==> src/rtl/three_axis_stepper_sequencer_defines.svh <==
// assertion macros for the three-axis stepper sequencer
// expects a clock named clk and a synchronous reset named rst in the using module
`ifndef THREE_AXIS_STEPPER_SEQUENCER_DEFINES_SVH
`define THREE_AXIS_STEPPER_SEQUENCER_DEFINES_SVH

// same-cycle implication, masked during reset
`define TASS_ASSERT_IMPL(label, ante, cons, msg) \
  label: assert property (@(posedge clk) disable iff (rst) (ante) |-> (cons)) else $error(msg);

// next-cycle implication, masked during reset
`define TASS_ASSERT_NEXT(label, ante, cons, msg) \
  label: assert property (@(posedge clk) disable iff (rst) (ante) |=> (cons)) else $error(msg);

`endif

==> src/rtl/tass_pkg.sv <==
// shared types and constants for the three-axis stepper sequencer
// no dependencies
package tass_pkg;

  localparam int PosW  = 8;
  localparam int CntW  = 8;
  localparam int OpW   = 2;
  localparam int RegIdxW = 3;
  localparam int CfgW  = 8;
  localparam int InDataW  = 16;
  localparam int OutDataW = 24;

  // item opcodes
  localparam logic [OpW-1:0] OP_TICK    = 2'd0;
  localparam logic [OpW-1:0] OP_TARGETS = 2'd1;
  localparam logic [OpW-1:0] OP_FIRE    = 2'd2;

  // configuration register indexes
  localparam logic [RegIdxW-1:0] REG_DIAL_UPPER  = 3'd0;
  localparam logic [RegIdxW-1:0] REG_DIAL_LOWER  = 3'd1;
  localparam logic [RegIdxW-1:0] REG_TILT_UPPER  = 3'd2;
  localparam logic [RegIdxW-1:0] REG_TILT_LOWER  = 3'd3;
  localparam logic [RegIdxW-1:0] REG_FIRE_STROKE = 3'd4;

  // register reset values
  localparam logic signed [PosW-1:0] DIAL_UPPER_RST  = 8'sd100;
  localparam logic signed [PosW-1:0] DIAL_LOWER_RST  = -8'sd100;
  localparam logic signed [PosW-1:0] TILT_UPPER_RST  = 8'sd50;
  localparam logic signed [PosW-1:0] TILT_LOWER_RST  = 8'sd0;
  localparam logic [CntW-1:0]        FIRE_STROKE_RST = 8'd70;

  // one result item, highest bit first when packed into tdata
  typedef struct packed {
    logic                   fire_busy;
    logic                   clock_running;
    logic signed [PosW-1:0] tilt_now;
    logic signed [PosW-1:0] dial_now;
    logic                   fire_forward;
    logic                   tilt_forward;
    logic                   dial_forward;
    logic                   fire_pulse;
    logic                   tilt_pulse;
    logic                   dial_pulse;
  } result_t;

endpackage

==> src/rtl/three_axis_stepper_sequencer.sv <==
// three-axis stepper sequencer: step/direction generation for dial, tilt and fire axes
// depends on tass_pkg and three_axis_stepper_sequencer_defines.svh
//
//  channel    | dir | handshake               | payload
//  -----------+-----+-------------------------+----------------------------------------
//  s_axis     | in  | s_axis_tvalid/tready    | tuser op, tdata dial_goal, tilt_goal
//  m_axis     | out | m_axis_tvalid/tready    | pulses, directions, positions, flags
//  cfg        | in  | cfg_write (no wait)     | cfg_index, cfg_data
//
// one item per cycle while m_axis is not stalled: the axis state is updated and the result
// register loaded on the same edge that takes the transfer, so a result appears in the cycle after its item.
// s_axis_tready stays high while the result register is empty or being drained, so
// input and output only couple through that single result register.
// rst is synchronous: axis state, result valid and the limit registers return to defaults.
// a stall on m_axis holds the result and backs up s_axis after one item.
`include "three_axis_stepper_sequencer_defines.svh"

module three_axis_stepper_sequencer (
  input  logic                             clk,
  input  logic                             rst,
  // input items
  input  logic                             s_axis_tvalid,
  output logic                             s_axis_tready,
  // [1:0] op
  input  logic [tass_pkg::OpW-1:0]         s_axis_tuser,
  // [7:0] dial_goal, [15:8] tilt_goal
  input  logic [tass_pkg::InDataW-1:0]     s_axis_tdata,
  // result items
  output logic                             m_axis_tvalid,
  input  logic                             m_axis_tready,
  // [0] dial_pulse, [1] tilt_pulse, [2] fire_pulse, [3] dial_forward, [4] tilt_forward,
  // [5] fire_forward, [13:6] dial_now, [21:14] tilt_now, [22] clock_running,
  // [23] fire_busy
  output logic [tass_pkg::OutDataW-1:0]    m_axis_tdata,
  // configuration writes
  input  logic                             cfg_write,
  input  logic [tass_pkg::RegIdxW-1:0]     cfg_index,
  input  logic [tass_pkg::CfgW-1:0]        cfg_data
);

  // limit and stroke registers
  logic signed [tass_pkg::PosW-1:0] dial_upper, dial_lower, tilt_upper, tilt_lower;
  logic [tass_pkg::CntW-1:0]        fire_stroke;

  // axis state
  logic signed [tass_pkg::PosW-1:0] dial_pos, tilt_pos;
  logic [tass_pkg::CntW-1:0]        dial_left, tilt_left, fire_left;
  logic dial_fwd, tilt_fwd, fire_fwd, fire_return, fire_active, clock_on;

  logic signed [tass_pkg::PosW-1:0] dial_pos_next, tilt_pos_next;
  logic [tass_pkg::CntW-1:0]        dial_left_next, tilt_left_next, fire_left_next;
  logic dial_fwd_next, tilt_fwd_next, fire_fwd_next, fire_return_next;
  logic fire_active_next, clock_on_next;

  logic                         in_xfer;
  logic [tass_pkg::OpW-1:0]     op;
  logic signed [tass_pkg::PosW-1:0] dial_goal, tilt_goal;
  logic signed [tass_pkg::PosW-1:0] dial_tgt, tilt_tgt;
  logic signed [tass_pkg::PosW:0]   dial_delta, tilt_delta;
  logic dial_step, tilt_step, fire_step;
  logic work_left;
  tass_pkg::result_t result_next;

  assign s_axis_tready = !m_axis_tvalid || m_axis_tready;
  assign in_xfer       = s_axis_tvalid && s_axis_tready;

  assign op        = s_axis_tuser;
  assign dial_goal = s_axis_tdata[7:0];
  assign tilt_goal = s_axis_tdata[15:8];

  // clamp: upper first, then lower, so crossed limits resolve to the lower one
  always_comb begin
    dial_tgt = (dial_goal > dial_upper) ? dial_upper : dial_goal;
    if (dial_tgt < dial_lower) begin
      dial_tgt = dial_lower;
    end
    tilt_tgt = (tilt_goal > tilt_upper) ? tilt_upper : tilt_goal;
    if (tilt_tgt < tilt_lower) begin
      tilt_tgt = tilt_lower;
    end
  end

  // 9-bit deltas cover the full -255..255 span
  assign dial_delta = {dial_tgt[tass_pkg::PosW-1], dial_tgt}
                    - {dial_pos[tass_pkg::PosW-1], dial_pos};
  assign tilt_delta = {tilt_tgt[tass_pkg::PosW-1], tilt_tgt}
                    - {tilt_pos[tass_pkg::PosW-1], tilt_pos};

  always_comb begin
    dial_pos_next    = dial_pos;
    tilt_pos_next    = tilt_pos;
    dial_left_next   = dial_left;
    tilt_left_next   = tilt_left;
    fire_left_next   = fire_left;
    dial_fwd_next    = dial_fwd;
    tilt_fwd_next    = tilt_fwd;
    fire_fwd_next    = fire_fwd;
    fire_return_next = fire_return;
    fire_active_next = fire_active;
    clock_on_next    = clock_on;
    dial_step        = 1'b0;
    tilt_step        = 1'b0;
    fire_step        = 1'b0;

    case (op)
      tass_pkg::OP_TARGETS: begin
        // zero delta points the axis backward
        dial_fwd_next  = !dial_delta[tass_pkg::PosW] && (dial_delta != '0);
        tilt_fwd_next  = !tilt_delta[tass_pkg::PosW] && (tilt_delta != '0);
        dial_left_next = dial_delta[tass_pkg::PosW] ? 8'(-dial_delta) : dial_delta[7:0];
        tilt_left_next = tilt_delta[tass_pkg::PosW] ? 8'(-tilt_delta) : tilt_delta[7:0];
        if (dial_left_next != '0 || tilt_left_next != '0) begin
          clock_on_next = 1'b1;
        end
      end
      tass_pkg::OP_FIRE: begin
        // restarts from the forward run even if a sequence is under way
        fire_return_next = 1'b0;
        fire_fwd_next    = 1'b1;
        fire_active_next = 1'b1;
        fire_left_next   = fire_stroke;
        clock_on_next    = 1'b1;
      end
      tass_pkg::OP_TICK: begin
        if (clock_on) begin
          if (dial_left != '0) begin
            dial_step      = 1'b1;
            dial_left_next = dial_left - 8'd1;
            dial_pos_next  = dial_fwd ? dial_pos + 8'sd1 : dial_pos - 8'sd1;
          end
          if (tilt_left != '0) begin
            tilt_step      = 1'b1;
            tilt_left_next = tilt_left - 8'd1;
            tilt_pos_next  = tilt_fwd ? tilt_pos + 8'sd1 : tilt_pos - 8'sd1;
          end
          // end of a run costs one tick without a pulse
          if (fire_left != '0) begin
            fire_step      = 1'b1;
            fire_left_next = fire_left - 8'd1;
          end else if (fire_active && !fire_return) begin
            fire_return_next = 1'b1;
            fire_fwd_next    = 1'b0;
            fire_left_next   = fire_stroke;
          end else if (fire_active) begin
            fire_active_next = 1'b0;
          end
          if (dial_left_next == '0 && tilt_left_next == '0 && fire_left_next == '0
              && !fire_active_next) begin
            clock_on_next = 1'b0;
          end
        end
      end
      default: begin
        // unused opcode leaves the state alone
      end
    endcase
  end

  always_comb begin
    result_next.dial_pulse    = dial_step;
    result_next.tilt_pulse    = tilt_step;
    result_next.fire_pulse    = fire_step;
    result_next.dial_forward  = dial_fwd_next;
    result_next.tilt_forward  = tilt_fwd_next;
    result_next.fire_forward  = fire_fwd_next;
    result_next.dial_now      = dial_pos_next;
    result_next.tilt_now      = tilt_pos_next;
    result_next.clock_running = clock_on_next;
    result_next.fire_busy     = fire_active_next;
  end

  // configuration registers
  always_ff @(posedge clk) begin
    if (rst) begin
      dial_upper  <= tass_pkg::DIAL_UPPER_RST;
      dial_lower  <= tass_pkg::DIAL_LOWER_RST;
      tilt_upper  <= tass_pkg::TILT_UPPER_RST;
      tilt_lower  <= tass_pkg::TILT_LOWER_RST;
      fire_stroke <= tass_pkg::FIRE_STROKE_RST;
    end else if (cfg_write) begin
      unique case (cfg_index)
        tass_pkg::REG_DIAL_UPPER:  dial_upper  <= cfg_data;
        tass_pkg::REG_DIAL_LOWER:  dial_lower  <= cfg_data;
        tass_pkg::REG_TILT_UPPER:  tilt_upper  <= cfg_data;
        tass_pkg::REG_TILT_LOWER:  tilt_lower  <= cfg_data;
        tass_pkg::REG_FIRE_STROKE: fire_stroke <= cfg_data;
        default: begin
        end
      endcase
    end
  end

  // axis state, updated on each accepted item
  always_ff @(posedge clk) begin
    if (rst) begin
      dial_pos    <= '0;
      tilt_pos    <= '0;
      dial_left   <= '0;
      tilt_left   <= '0;
      fire_left   <= '0;
      dial_fwd    <= 1'b0;
      tilt_fwd    <= 1'b0;
      fire_fwd    <= 1'b0;
      fire_return <= 1'b0;
      fire_active <= 1'b0;
      clock_on    <= 1'b0;
    end else if (in_xfer) begin
      dial_pos    <= dial_pos_next;
      tilt_pos    <= tilt_pos_next;
      dial_left   <= dial_left_next;
      tilt_left   <= tilt_left_next;
      fire_left   <= fire_left_next;
      dial_fwd    <= dial_fwd_next;
      tilt_fwd    <= tilt_fwd_next;
      fire_fwd    <= fire_fwd_next;
      fire_return <= fire_return_next;
      fire_active <= fire_active_next;
      clock_on    <= clock_on_next;
    end
  end

  // result register
  always_ff @(posedge clk) begin
    if (rst) begin
      m_axis_tvalid <= 1'b0;
    end else if (in_xfer) begin
      m_axis_tvalid <= 1'b1;
    end else if (m_axis_tready) begin
      m_axis_tvalid <= 1'b0;
    end
  end

  always_ff @(posedge clk) begin
    if (in_xfer) begin
      m_axis_tdata <= result_next;
    end
  end

  // any axis still owes steps or the fire sequence is busy
  assign work_left = (dial_left != '0) || (tilt_left != '0) || (fire_left != '0)
                   || fire_active;

  `TASS_ASSERT_IMPL(a_idle_fire_empty, !fire_active, fire_left == '0, "fire count while idle")
  `TASS_ASSERT_IMPL(a_stopped_no_work, !clock_on, !work_left, "clock stopped with work left")
  `TASS_ASSERT_NEXT(a_result_follows, in_xfer, m_axis_tvalid, "no result after transfer")
  `TASS_ASSERT_IMPL(a_return_backward, fire_return, !fire_fwd, "return run not backward")

endmodule
==> config.mk <==
export PLATFORM = sky130hd
export DESIGN_NAME = three_axis_stepper_sequencer
export DESIGN_NICKNAME = d
export VERILOG_FILES = /design/src/rtl/tass_pkg.sv /design/src/rtl/three_axis_stepper_sequencer.sv
export VERILOG_INCLUDE_DIRS = /design/src /design/src/rtl
export SDC_FILE = /design/constraint.sdc
export NUM_CORES = 1
export LEC_CHECK = 0
export ABC_AREA = 1
export BUFFER_PORTS_ARGS = -buffer_cell sky130_fd_sc_hd__buf_4
export CAP_MARGIN = 20
export CORE_UTILIZATION = 40
export CTS_BUF_LIST = sky130_fd_sc_hd__clkbuf_4 sky130_fd_sc_hd__clkbuf_8 sky130_fd_sc_hd__clkbuf_16
export CTS_CLUSTER_DIAMETER = 120
export DETAILED_ROUTE_END_ITERATION = 16
export SYNTH_ARGS = -nofsm -noshare
export SYNTH_HDL_FRONTEND = slang
export SYNTH_SLANG_ARGS = --single-unit
==> constraint.sdc <==
create_clock -name clk -period 7.62 [get_ports clk]
set_clock_uncertainty 0.2 [all_clocks]
set_input_delay 1.524 -clock clk [delete_from_list [all_inputs] [get_ports clk]]
set_output_delay 1.524 -clock clk [all_outputs]
set_load 0.05 [all_outputs]
==> flow_summary.json <==
{
  "area_leader_netlist": "sky130_fd_sc_hd__dfxtp_1",
  "clock.fmax_mhz": 157.8,
  "register_with_the_highest_flop_count": "m_axis_tdata",
  "yosys-mux-area-fraction_pct": 0.1213,
  "diodes": 0,
  "yosys_register_bits": 111,
  "critical_path_class": "primary input to flip-flop",
  "synth_adder_area_share_pct": 10.98,
  "dp_hpwl_mm": 16.00,
  "first_pass_iters": 6,
  "holdCritPathClass": "flip-flop to flip-flop",
  "post_synth_xor_area_fraction_pct": 2.230,
  "power_density_nw_per_um2": 260.0,
  "io_pins": 60,
  "cts-htree-levels": 3,
  "synth_compound_area_share_pct": 16.64,
  "final_hold_viol_count": 0,
  "synthesis.area_um2": 8249,
  "largest_reg_flops": 24,
  "tritoncts": "built",
  "timing.critical_path.slowest_stage_cell": "sky130_fd_sc_hd__fa_1",
  "routed_wl_per_cell_um": 13.47,
  "seq_area_um2": 2462,
  "syn-instance-count": 1225,
  "yosys_most_used_dff": "sky130_fd_sc_hd__dfxtp_1",
  "port_buffers": 59,
  "mappedNetlistNets": 1329,
  "routed_via_density": 5.062,
  "layout-drive-gt1-share_pct": 11.13,
  "worst-endpoint-arrival_ns": 6.26,
  "pin_count_of_the_biggest_net_entering_global_routing": 55,
  "vdd_drop_max_uv": 133.3,
  "cts_repair_resize_count": 0,
  "root_buffer_selected_by_cts": "sky130_fd_sc_hd__clkbuf_16",
  "synth_top_family_by_area": "simple AND/OR/NAND/NOR gates",
  "ant_nets": 0,
  "maxSlewHeadroom_pct": 36.42,
  "critPathLaunch": "s_axis_tdata[13]",
  "area.growth.synth_to_final_pct": 11.71,
  "drcViolationCount": 0,
  "cap_violations": 0,
  "placed_cells": 1530,
  "yosys-top-cells-area": "sky130_fd_sc_hd__dfxtp_1 21%, sky130_fd_sc_hd__nand2_1 13%, sky130_fd_sc_hd__ha_1 10%, sky130_fd_sc_hd__edfxtp_1 8.7%, sky130_fd_sc_hd__inv_1 7.8%",
  "cts.reportedPaths.clkPinSlew_ns": 0.07,
  "yosysSeqAreaShare_pct": 29.85,
  "num-nets-final": 1375,
  "synth_simple_gate_area_share_pct": 30.35,
  "grt_use_total_pct": 20.16,
  "period_needed_ns": 6.336,
  "static-leakage-power_nw": 4.443,
  "grt_antenna_before_repair": 0,
  "cts-buffers-inserted": 9,
  "unrepaired_setup_endpoints_after_global_routing": "no",
  "data_required_time_of_the_worst_path_ns": 7.55,
  "final_cell_count_no_fill": 1546,
  "pins_over_their_slew_limit": 0,
  "detail_route.iter0.violations": 563,
  "post_cts_hold_buffer_count": 0,
  "fp.dieW_um": 145.6,
  "synth_area_per_cell_um2": 6.734,
  "timing.final.crit_share_pct": 83.15,
  "rows": 52,
  "clock_path_buffers": 2,
  "grt_pass1_vias": 7062,
  "async_flop_share_pct": 0,
  "n_fill_cell": 2137,
  "synth_most_common_cell": "sky130_fd_sc_hd__nand2_1",
  "post_cts.repair.setup_buffers": 0,
  "multi_input_area_um2": 4976,
  "yosys-top-cells-count": "284 x sky130_fd_sc_hd__nand2_1, 172 x sky130_fd_sc_hd__inv_1, 117 x sky130_fd_sc_hd__o21ai_0",
  "end_kind": "flip-flop",
  "drt_wl_total_mm": 20.82,
  "clkLatencyLatePin_ns": 0.36,
  "critPathMaxFanout": 15,
  "timing.setup.tns_ns": 0,
  "status": "finished, final reports clean",
  "route.vias.total": 7826,
  "coreArea_um2": 20230,
  "worst_path_largest_cell_delay_ns": 0.39,
  "synth-edff-count": 24,
  "overflow": 0,
  "worst-r2r-setup-slack_ns": 2.17,
  "cp_common_cell": "sky130_fd_sc_hd__nand2_1",
  "sink_count": 111,
  "rr_startpoint": "tilt_upper[5]",
  "hp-start": "dial_left[7]",
  "finalSetupViolCount": 0,
  "yosys_warnings": 0,
  "synth_cell_types": 45,
  "overall_die_height_um": 145.6,
  "fp.dieArea_um2": 21200,
  "max_slew.worst_pin.slew_ns": 0.9485,
  "grt_pass1_wl_mm": 34.51,
  "totalPowerFinal_mw": 2.396,
  "synth_top_area_share_pct": 21.11,
  "initial_utilization_pct": 40.77,
  "placer_s_final_routability_congestion_estimate": 0.8675,
  "cp-start-kind": "primary input"
}
## cell type report
class / instances / share of cell area [%]
Multi-Input combinational cell: 902 / 54.00
Sequential cell: 111 / 26.72
Inverter: 185 / 7.536
Timing Repair Buffer: 62 / 5.051
Tap cell: 270 / 3.666
Clock buffer: 10 / 2.525
Clock inverter: 6 / 0.5024
## worst max-delay path, delay by kind of cell
family                     cells  cell delay, ns
AOI/OAI and AO/OA              3            0.78
buffers and inverters          4            0.31
adders and majority gates      4            1.23
and+or+nand+nor               24            2.40
## metrics by stage
| stage | util [%] | setup slack, ns | hold WS, ns | cell area, um^2 |
|---|---|---|---|---|
| 2_1_floorplan | - | 1.475 | 0.2445 | 8249 |
| 3_3_place_gp | 44.16 | 0.9934 | 0.2576 | 8936 |
| 3_5_place_dp | 44.16 | 0.9048 | 0.2576 | 8936 |
| 4_1_cts | 45.54 | 1.290 | 0.2694 | 9215 |
| 5_1_grt | 45.54 | 0.6145 | 0.2895 | 9215 |
| 6_report | 45.54 | 1.284 | 0.2657 | 9215 |
## worst paths after layout
path / cells after the start / to
min reg2reg: 2 / dial_left[7]
max: 35 / m_axis_tdata[22]
max reg2reg: 35 / m_axis_tdata[22]
min: 2 / dial_left[7]
## layer usage
metal / part of all wire (%) / up-vias / GRT usage [%]
met5: 0 / - / 0
li1: - / 4122 / -
met1: 51 / 3530 / 28.13
met2: 45 / 158 / 32.91
met4: 1.2 / 0 / 5.579
met3: 3.6 / 16 / 2.226
## layout by cell type (no fill, tap or decap), drive strengths merged, types with 4 or more instances in the layout
| master | instances |
|---|---|
| nand4 | 10 |
| dfxtp | 87 |
| nand3 | 116 |
| o22ai | 4 |
| a21oi | 100 |
| inv | 184 |
| o211ai | 14 |
| nand2 | 310 |
| o21ai | 129 |
| buf | 62 |
| ha | 66 |
| clkbuf | 10 |
| clkinv | 5 |
| fa | 4 |
| edfxtp | 24 |
| nor3 | 12 |
| xor2 | 18 |
| nand3b | 8 |
| nor2 | 91 |
## power breakdown
group / internal, mW / switching (mW)
combinational: 0.419 / 0.836
clock: 0.228 / 0.232
sequential: 0.649 / 0.0318
## logic make-up (layout without fill, tap and decap cells)
kind of cell    count (synthesis)  in the layout
compound gates                258            258
xor+xnor                       21             21
simple gates                  552            552
flops                         111            111
mux                             1              1
fa+ha+maj                      70             70
buf+inv                       212            263
Note: power is estimated with default switching activity, not from simulation.
